## config.mk

```make
export PLATFORM = sky130hd
export DESIGN_NAME = sorted_set_engine_core
export DESIGN_NICKNAME = d
export VERILOG_FILES = /design/src/hdl/sse_pkg.sv /design/src/hdl/sorted_set_engine_core.sv
export SDC_FILE = /design/constraint.sdc
export NUM_CORES = 1
export LEC_CHECK = 0
export BUFFER_PORTS_ARGS = -buffer_cell sky130_fd_sc_hd__buf_2
export CAP_MARGIN = 25
export CORE_ASPECT_RATIO = 0.8
export CORE_MARGIN = 3
export CORE_UTILIZATION = 25
export CTS_CLUSTER_SIZE = 10
export DETAILED_ROUTE_END_ITERATION = 16
export HOLD_SLACK_MARGIN = 0.05
export SYNTH_ARGS = -nofsm -noshare
export SYNTH_HDL_FRONTEND = slang
export SYNTH_SLANG_ARGS = --single-unit
export TNS_END_PERCENT = 20
```

## constraint.sdc

```tcl
create_clock -name i_clk -period 6.3 [get_ports i_clk]
set_input_delay 0.63 -clock i_clk [delete_from_list [all_inputs] [get_ports i_clk]]
set_output_delay 0.63 -clock i_clk [all_outputs]
set_load 0.02 [all_outputs]
```

## src/hdl/sse_pkg.sv

```systemverilog
// ----------------------------------------------------------------------------
// sse_pkg
// Shared sizes, operation codes and status codes of the sorted set engine.
// ----------------------------------------------------------------------------
package sse_pkg;

    // Store geometry
    localparam int CAPACITY = 16;
    localparam int KEY_BITS = 32;
    localparam int IDX_W    = $clog2(CAPACITY);
    localparam int CNT_W    = $clog2(CAPACITY + 1);

    // Port field widths
    localparam int FUNC_W   = 4;
    localparam int IKEY_W   = 32;
    localparam int STATUS_W = 2;
    localparam int RKEY_W   = 32;
    localparam int COUNT_W  = 5;

    typedef logic [FUNC_W-1:0]   t_func;
    typedef logic [STATUS_W-1:0] t_status;

    // Operation codes
    localparam t_func FN_INSERT = 4'd0;
    localparam t_func FN_REMOVE = 4'd1;
    localparam t_func FN_EXISTS = 4'd2;
    localparam t_func FN_MIN    = 4'd3;
    localparam t_func FN_MAX    = 4'd4;
    localparam t_func FN_RMMIN  = 4'd5;
    localparam t_func FN_RMMAX  = 4'd6;
    localparam t_func FN_PRED   = 4'd7;
    localparam t_func FN_SUCC   = 4'd8;
    localparam t_func FN_RMPRED = 4'd9;
    localparam t_func FN_RMSUCC = 4'd10;
    localparam t_func FN_CLEAR  = 4'd11;

    // Status codes
    localparam t_status STS_OK    = 2'd0;
    localparam t_status STS_MISS  = 2'd1;
    localparam t_status STS_EMPTY = 2'd2;
    localparam t_status STS_FULL  = 2'd3;

endpackage

```

## src/hdl/sorted_set_engine_core.sv

```systemverilog
// ----------------------------------------------------------------------------
// sorted_set_engine_core
// Ordered set of distinct keys held ascending in a single-port memory, with
// insert, remove, lookup, extreme and neighbour operations.
// ----------------------------------------------------------------------------
//
//  Channel  | Signals                                   | Handshake
//  ---------+-------------------------------------------+----------------------
//  request  | i_func, i_key                             | start high, busy low
//  result   | o_status, o_found, o_result_key, o_count  | o_valid, one cycle
//
// A transaction scans from entry 0, reading and then comparing each entry, then
// an insert or a removal moves the later entries one place, a read and a write
// for each. Clear, an undefined code and an empty set skip the scan.
// Reset empties the set at once; memory contents are left as they are.
// The receiver cannot stall: o_valid is high for one cycle per transaction.
module sorted_set_engine_core (
    input  logic                         i_clk,
    input  logic                         i_rst_n,
    input  logic                         start,
    output logic                         busy,
    input  logic [sse_pkg::FUNC_W-1:0]   i_func,
    input  logic [sse_pkg::IKEY_W-1:0]   i_key,
    output logic                         o_valid,
    output logic [sse_pkg::STATUS_W-1:0] o_status,
    output logic                         o_found,
    output logic [sse_pkg::RKEY_W-1:0]   o_result_key,
    output logic [sse_pkg::COUNT_W-1:0]  o_count
);
    import sse_pkg::*;

    typedef enum logic [3:0] {
        S_IDLE,
        S_SCAN_RD,
        S_SCAN_CMP,
        S_RESOLVE,
        S_SHU_RD,
        S_SHU_WR,
        S_INS_WR,
        S_DR_RD,
        S_DR_WR,
        S_FIN
    } t_state;

    t_state              r_state;
    t_func               r_func;
    logic [KEY_BITS-1:0] r_key;
    logic [CNT_W-1:0]    r_count;
    logic [CNT_W-1:0]    r_idx;
    logic [CNT_W-1:0]    r_pos;
    logic [KEY_BITS-1:0] r_cur;
    logic [KEY_BITS-1:0] r_prev;
    t_status             r_status;
    logic                r_found;
    logic [KEY_BITS-1:0] r_rk;

    logic [KEY_BITS-1:0] r_mem [CAPACITY];
    logic [KEY_BITS-1:0] r_rd_data;

    logic                mem_we;
    logic [CNT_W-1:0]    mem_addr;
    logic [KEY_BITS-1:0] mem_wdata;

    logic                needs_items;
    logic                known_func;
    logic                scan_stop;
    logic                in_range;
    logic                hit;
    logic [CNT_W-1:0]    drop_q;
    logic                drop_short;

    assign busy = (r_state != S_IDLE);

    // Memory port control follows the sequencer state.
    always_comb begin
        mem_we    = 1'b0;
        mem_addr  = r_idx;
        mem_wdata = r_rd_data;
        case (r_state)
            S_SHU_RD: begin
                mem_addr = CNT_W'(r_idx - 1'b1);
            end
            S_SHU_WR: begin
                mem_we = 1'b1;
            end
            S_DR_RD: begin
                mem_addr = CNT_W'(r_idx + 1'b1);
            end
            S_DR_WR: begin
                mem_we = 1'b1;
            end
            S_INS_WR: begin
                mem_we    = 1'b1;
                mem_addr  = r_pos;
                mem_wdata = r_key;
            end
            default: begin
                mem_addr = r_idx;
            end
        endcase
    end

    // Single-port key store with a registered read.
    always_ff @(posedge i_clk) begin
        if (mem_we) begin
            r_mem[mem_addr[IDX_W-1:0]] <= mem_wdata;
        end
        r_rd_data <= r_mem[mem_addr[IDX_W-1:0]];
    end

    // Request classification at acceptance.
    assign known_func  = (i_func <= FN_CLEAR);
    assign needs_items = known_func && (i_func != FN_INSERT) &&
                         (i_func != FN_EXISTS) && (i_func != FN_CLEAR);

    // Scan stop rule: minimum stops at once, maximum runs to the end,
    // successor looks for a strictly greater key, the rest for the first
    // key not below the request key.
    always_comb begin
        case (r_func)
            FN_MIN, FN_RMMIN: scan_stop = 1'b1;
            FN_MAX, FN_RMMAX: scan_stop = 1'b0;
            FN_SUCC, FN_RMSUCC: scan_stop = (r_rd_data > r_key);
            default: scan_stop = (r_rd_data >= r_key);
        endcase
    end

    assign in_range = (r_pos != r_count);
    assign hit      = in_range && (r_cur == r_key);

    // Entry to drop: the one just before the scan position for the
    // predecessor and maximum forms, else the one at it.
    assign drop_q = ((r_func == FN_RMPRED) || (r_func == FN_RMMAX)) ?
                    CNT_W'(r_pos - 1'b1) : r_pos;
    assign drop_short = (CNT_W'(drop_q + 1'b1) >= r_count);

    // Sequencer, working registers and result registers.
    always_ff @(posedge i_clk) begin
        if (!i_rst_n) begin
            r_state <= S_IDLE;
            r_count <= '0;
            o_valid <= 1'b0;
        end else begin
            o_valid <= 1'b0;
            case (r_state)
                S_IDLE: begin
                    if (start) begin
                        r_func   <= i_func;
                        r_key    <= KEY_BITS'(i_key);
                        r_status <= STS_OK;
                        r_found  <= 1'b0;
                        r_rk     <= '0;
                        r_idx    <= '0;
                        r_pos    <= '0;
                        if (!known_func) begin
                            r_status <= STS_MISS;
                            r_state  <= S_FIN;
                        end else if (i_func == FN_CLEAR) begin
                            r_count <= '0;
                            r_found <= 1'b1;
                            r_state <= S_FIN;
                        end else if (needs_items && (r_count == '0)) begin
                            r_status <= STS_EMPTY;
                            r_state  <= S_FIN;
                        end else if (r_count == '0) begin
                            r_state <= S_RESOLVE;
                        end else begin
                            r_state <= S_SCAN_RD;
                        end
                    end
                end
                S_SCAN_RD: begin
                    r_state <= S_SCAN_CMP;
                end
                S_SCAN_CMP: begin
                    if (scan_stop) begin
                        r_pos   <= r_idx;
                        r_cur   <= r_rd_data;
                        r_state <= S_RESOLVE;
                    end else begin
                        r_prev <= r_rd_data;
                        r_idx  <= CNT_W'(r_idx + 1'b1);
                        if (CNT_W'(r_idx + 1'b1) == r_count) begin
                            r_pos   <= r_count;
                            r_state <= S_RESOLVE;
                        end else begin
                            r_state <= S_SCAN_RD;
                        end
                    end
                end
                S_RESOLVE: begin
                    r_state <= S_FIN;
                    case (r_func)
                        FN_INSERT: begin
                            if (hit) begin
                                r_status <= STS_MISS;
                            end else if (r_count == CNT_W'(CAPACITY)) begin
                                r_status <= STS_FULL;
                            end else if (r_count == r_pos) begin
                                r_state <= S_INS_WR;
                            end else begin
                                r_idx   <= r_count;
                                r_state <= S_SHU_RD;
                            end
                        end
                        FN_EXISTS: begin
                            if (hit) begin
                                r_found <= 1'b1;
                            end else begin
                                r_status <= STS_MISS;
                            end
                        end
                        FN_MIN, FN_MAX: begin
                            r_found <= 1'b1;
                            r_rk    <= (r_func == FN_MIN) ? r_cur : r_prev;
                        end
                        FN_PRED: begin
                            if (r_pos == '0) begin
                                r_status <= STS_MISS;
                            end else begin
                                r_found <= 1'b1;
                                r_rk    <= r_prev;
                            end
                        end
                        FN_SUCC: begin
                            if (!in_range) begin
                                r_status <= STS_MISS;
                            end else begin
                                r_found <= 1'b1;
                                r_rk    <= r_cur;
                            end
                        end
                        default: begin
                            // Removing forms: check, report, then drop.
                            if (((r_func == FN_REMOVE) && !hit) ||
                                ((r_func == FN_RMPRED) && (r_pos == '0)) ||
                                ((r_func == FN_RMSUCC) && !in_range)) begin
                                r_status <= STS_MISS;
                            end else begin
                                r_found <= 1'b1;
                                r_rk    <= ((r_func == FN_RMPRED) ||
                                            (r_func == FN_RMMAX)) ? r_prev : r_cur;
                                if (drop_short) begin
                                    r_count <= CNT_W'(r_count - 1'b1);
                                end else begin
                                    r_idx   <= drop_q;
                                    r_state <= S_DR_RD;
                                end
                            end
                        end
                    endcase
                end
                S_SHU_RD: begin
                    r_state <= S_SHU_WR;
                end
                S_SHU_WR: begin
                    if (CNT_W'(r_idx - 1'b1) == r_pos) begin
                        r_state <= S_INS_WR;
                    end else begin
                        r_idx   <= CNT_W'(r_idx - 1'b1);
                        r_state <= S_SHU_RD;
                    end
                end
                S_INS_WR: begin
                    r_count <= CNT_W'(r_count + 1'b1);
                    r_found <= 1'b1;
                    r_state <= S_FIN;
                end
                S_DR_RD: begin
                    r_state <= S_DR_WR;
                end
                S_DR_WR: begin
                    if (CNT_W'(r_idx + 2'd2) == r_count) begin
                        r_count <= CNT_W'(r_count - 1'b1);
                        r_state <= S_FIN;
                    end else begin
                        r_idx   <= CNT_W'(r_idx + 1'b1);
                        r_state <= S_DR_RD;
                    end
                end
                S_FIN: begin
                    o_valid      <= 1'b1;
                    o_status     <= r_status;
                    o_found      <= r_found;
                    o_result_key <= RKEY_W'(r_rk);
                    o_count      <= COUNT_W'(r_count);
                    r_state      <= S_IDLE;
                end
                default: begin
                    r_state <= S_IDLE;
                end
            endcase
        end
    end

`ifndef SYNTHESIS
    // The set never holds more keys than the store has entries.
    a_count_bound: assert property (@(posedge i_clk) disable iff (!i_rst_n)
        r_count <= CNT_W'(CAPACITY))
        else $error("key count exceeds capacity");

    // Every memory write lands inside the store.
    a_write_addr: assert property (@(posedge i_clk) disable iff (!i_rst_n)
        mem_we |-> (mem_addr < CNT_W'(CAPACITY)))
        else $error("memory write outside the store");

    // A result strobe follows only the closing step of a transaction.
    a_valid_src: assert property (@(posedge i_clk) disable iff (!i_rst_n)
        o_valid |-> $past(r_state == S_FIN))
        else $error("result strobe without a finished transaction");

    // An accepted request makes the block busy in the next cycle.
    a_accept_busy: assert property (@(posedge i_clk) disable iff (!i_rst_n)
        (start && !busy) |=> busy)
        else $error("accepted request did not start the sequencer");

    // The key count changes by at most one per cycle, except on clear.
    a_count_step: assert property (@(posedge i_clk) disable iff (!i_rst_n)
        (r_state != S_IDLE) |=> ((r_count == $past(r_count)) ||
                                 (r_count == CNT_W'($past(r_count) + 1'b1)) ||
                                 (r_count == CNT_W'($past(r_count) - 1'b1))))
        else $error("key count stepped by more than one");
`endif

endmodule
```

==> impl_metrics.csv <==
group,metric,value,unit
hold_path,holdCritPathClass,"in -> reg",
timing,tightest_slew,0.988,ns
route,vias,16100,
floorplan,die_x,395,um
synth,synth.net_count,1795,
global_routing,grt-ovfl-total,0,
synth,synth_edf_count,697,
synth,avgSynthCellArea,17.7,um^2
power_and_ir_drop,power.internal,11.4,mW
power_and_ir_drop,p_leak,11.9,nW
power_and_ir_drop,clockPowerShare,0.274,
setup_path,reg2reg_to,"r_mem[2][6]$_DFFE_PP_",
synth,syn_inst,1708,
global_routing,grt_max_degree,71,
synth,yosysUniqueCellTypes,61,
cells_and_area,multiInputGateArea,8000,um^2
setup_path,crit_type,"reg -> reg",
setup_path,cp_max_fo,35,
cts,cts_sinks,739,
cts,clkLatencyLatePin,0.63,ns
power_and_ir_drop,ir_drop,336,uV
synth,yosysTopAreaCell,"edfxtp_1",
timing,fmax,0.239,GHz
timing,max_slew_margin,0.340,
floorplan,num_rows,113,
timing,timing.hold.ws,0.185,ns
flow_run,maxCapViolations,0,
synth,synth_ff_type,"edfxtp_1",
timing,final.setup.tns,0,ns
global_routing,grt_pass1_vias,16200,
place,post-place-ws,1.93,ns
power_and_ir_drop,power_frac_seq,0.413,
power_and_ir_drop,combPwrFrac,0.313,
route,via_per_inst,4.56,
hold_path,hold_depth,1,
synth,synthesis.area,30300,um^2
power_and_ir_drop,power.switching,5.40,mW
setup_path,cp.required,6.62,ns
synth,synth-seq-cells,739,
hold_path,hold_start,"i_key[0]",
route,firstDrtPassIters,7,
cells_and_area,drive_gt1_frac,0.220,
cts,cts_hold_buffers,0,
floorplan,die_h,317,um
global_routing,grt_pass1_wl,106000,um
floorplan,initial_core_util,0.253,
synth,synth_most_common_cell,"edfxtp_1",
synth,synth-async-reset-ratio,0,
global_routing,antenna_found_initial,7,
timing,setup_ws,2.12,ns
timing,hold_viol,0,
cts,ctsResizeCount,0,
timing,rsz0062_at_grt,"no",
cts,cts_setup_buffers,0,
setup_path,rr_worst_depth,10,
route,drc_errors,0,
floorplan,core_area,119000,um^2
cts,cts_buffer_depth,3,
floorplan,io-pin-count,81,
timing,slew_viol_final,0,
route,wl_per_cell,20.3,um
route,wl,71400,um
route,ant_nets,0,
floorplan,die_area,125000,um^2
outcome,status,"complete, no violations",
hold_path,min_to,"r_key[0]$_DFFE_PP_",
setup_path,cp.arrival,4.50,ns
setup_path,end_kind,"flip-flop",
power_and_ir_drop,powerDensity,472,nW/um^2
synth,synth_common_cells,"697 x edfxtp_1, 136 x nand2_1, 128 x mux4_2",
cts,htreeDepth,3,
timing,skew,0.0243,ns
cts,cts_root_buf,"clkbuf_16",
setup_path,cp-start-kind,"flip-flop",
timing,finalCritPeriodShare,0.663,
power_and_ir_drop,swShare,0.322,
cells_and_area,final-seq-area,21800,um^2
place,hpwlAfterDp,46500,um
global_routing,grtUsageTotal,0.112,
place,portBuffers,80,
cts,cts_tree,"built",
synth,synth_top_area_share,0.692,
synth,ys_seq_area_frac,0.719,
timing,finalCriticalPeriod,4.18,ns
synth,ys_top_cells_by_area,"edfxtp_1 69%, mux4_2 9.5%, mux2i_1 3.4%",
cts,clk_pin_slew_worst_paths,0.06,ns
cells_and_area,nNetsFinal,1925,
synth,yosysWarnings,0,
cells_and_area,area_growth,17.6,%
place,place_congestion,0.836,
setup_path,ff2ff_setup_slack,2.12,ns
timing,setup_viol_count_final,0,
cells_and_area,fillCellCount,11600,
cts,numCtsBuffers,86,
route,drt_iter0_markers,1638,
setup_path,r2r-start,"r_idx[2]$_DFFE_PP_",
-- registers in the layout, summed over array words and instances (netlist names) --
signal,flops
r_cur,32
o_result_key,32
r_mem,512
r_pos,5
r_state,4
r_count,5
r_prev,32
o_status,2
o_found,1
r_key,32
r_idx,5
r_status,2
o_valid,1
r_found,1
r_func,4
r_rk,32
o_count,5
r_rd_data,32
-- per-stage QoR --
stage	area (um^2)	power, mW	util	cells
2_1_floorplan	30300	10.7	-	1708
3_3_place_gp	32600	12.1	0.273	3344
3_5_place_dp	32800	12.3	0.275	3355
4_1_cts	35500	16.9	0.297	3515
5_1_grt	35600	17.6	0.298	3521
6_report	35600	16.8	0.298	3524
-- power by group through the flow --
stage | clock, mW | sequential, mW | combinational [mW]
finish | 4.61 | 6.94 | 5.25
detailed placement | 0 | 7.03 | 5.25
CTS | 4.72 | 6.93 | 5.28
floorplan | 0 | 6.77 | 3.91
global route | 4.93 | 6.99 | 5.73
global placement | 0 | 7.01 | 5.14
-- cell families after synthesis --
| kind of cell | after synthesis | share of synthesized area |
|---|---|---|
| xor+xnor | 67 | 0.0194 |
| mux | 262 | 0.141 |
| buf+inv | 137 | 0.0214 |
| compound gates | 160 | 0.0328 |
| flops | 739 | 0.719 |
| simple gates | 295 | 0.0461 |
| fa+ha+maj | 48 | 0.0201 |
-- routing by layer --
layer  track usage  part of all wire  vias up  routed length [um]
li1              -                 -     7024                   -
met1         0.159              0.45     8310               32000
met2         0.176              0.46      625               32700
met3        0.0218             0.068      120                4840
met4        0.0312             0.026        2                1840
met5             0           0.00018        -                  13
-- area by class of cell --
cell class                      count  area share
Antenna cell                        4    0.000281
Sequential cell                   739       0.612
Tap cell                         1610      0.0566
Timing Repair Buffer              127      0.0269
Inverter                           52     0.00549
Clock buffer                      151      0.0702
Clock inverter                      9     0.00362
Multi-Input combinational cell    832       0.225
-- worst max-delay path by stage --
stage / startpoint / to / slack [ns] / cells after the start
4_1_cts: r_idx[2]$_DFFE_PP_ / r_mem[2][9]$_DFFE_PP_ / 1.87 / 9
5_1_grt: r_idx[2]$_DFFE_PP_ / r_mem[2][6]$_DFFE_PP_ / 1.85 / 10
3_3_place_gp: r_func[2]$_DFFE_PP_ / r_idx[2]$_DFFE_PP_ / 1.79 / 14
2_1_floorplan: r_idx[2]$_DFFE_PP_ / r_mem[10][0]$_DFFE_PP_ / 1.34 / 12
3_5_place_dp: r_idx[2]$_DFFE_PP_ / r_mem[2][6]$_DFFE_PP_ / 1.93 / 9
6_report: r_idx[2]$_DFFE_PP_ / r_mem[2][6]$_DFFE_PP_ / 2.12 / 10
-- critical path: stages, from the launching register on --
cell and delay, ns:
edfxtp_1 0.58, inv_1 0.19, ha_1 0.22, nand2_1 0.07, nand2_1 0.07, xnor2_1 0.17
mux2_2 0.33, o221ai_4 0.51, buf_4 0.69, and3_2 0.74, buf_16 0.25
-- cells in the final DEF (no fill, tap or decap), types with 6 or more instances in the layout --
master     synthesis  layout
o21ai_0           21      21
xor2_1            52      52
o211ai_1           6       6
and3_1            13       7
and3_2             0       6
o22ai_1            6       6
a21o_1            12      12
edfxtp_1         697     697
inv_1             52      52
nor4_1            18      18
nor2_1            40      35
dfxtp_1           42      42
nor2b_1            6       6
mux2i_1          102     102
nand2b_1           6       6
a221oi_1           6       6
mux4_2           128     128
clkbuf_1          41      56
a21oi_1           69      68
clkbuf_8           0       8
buf_12             0      13
xnor2_1           15      15
mux2_2            32      32
ha_1              47      47
clkbuf_16          0      87
buf_2             28      81
buf_4              4      30
nor3_1            16      12
nand4_1           10      10
nand2_1          136     136
nand3_1           25      24
(Power assumes the default switching activity.)
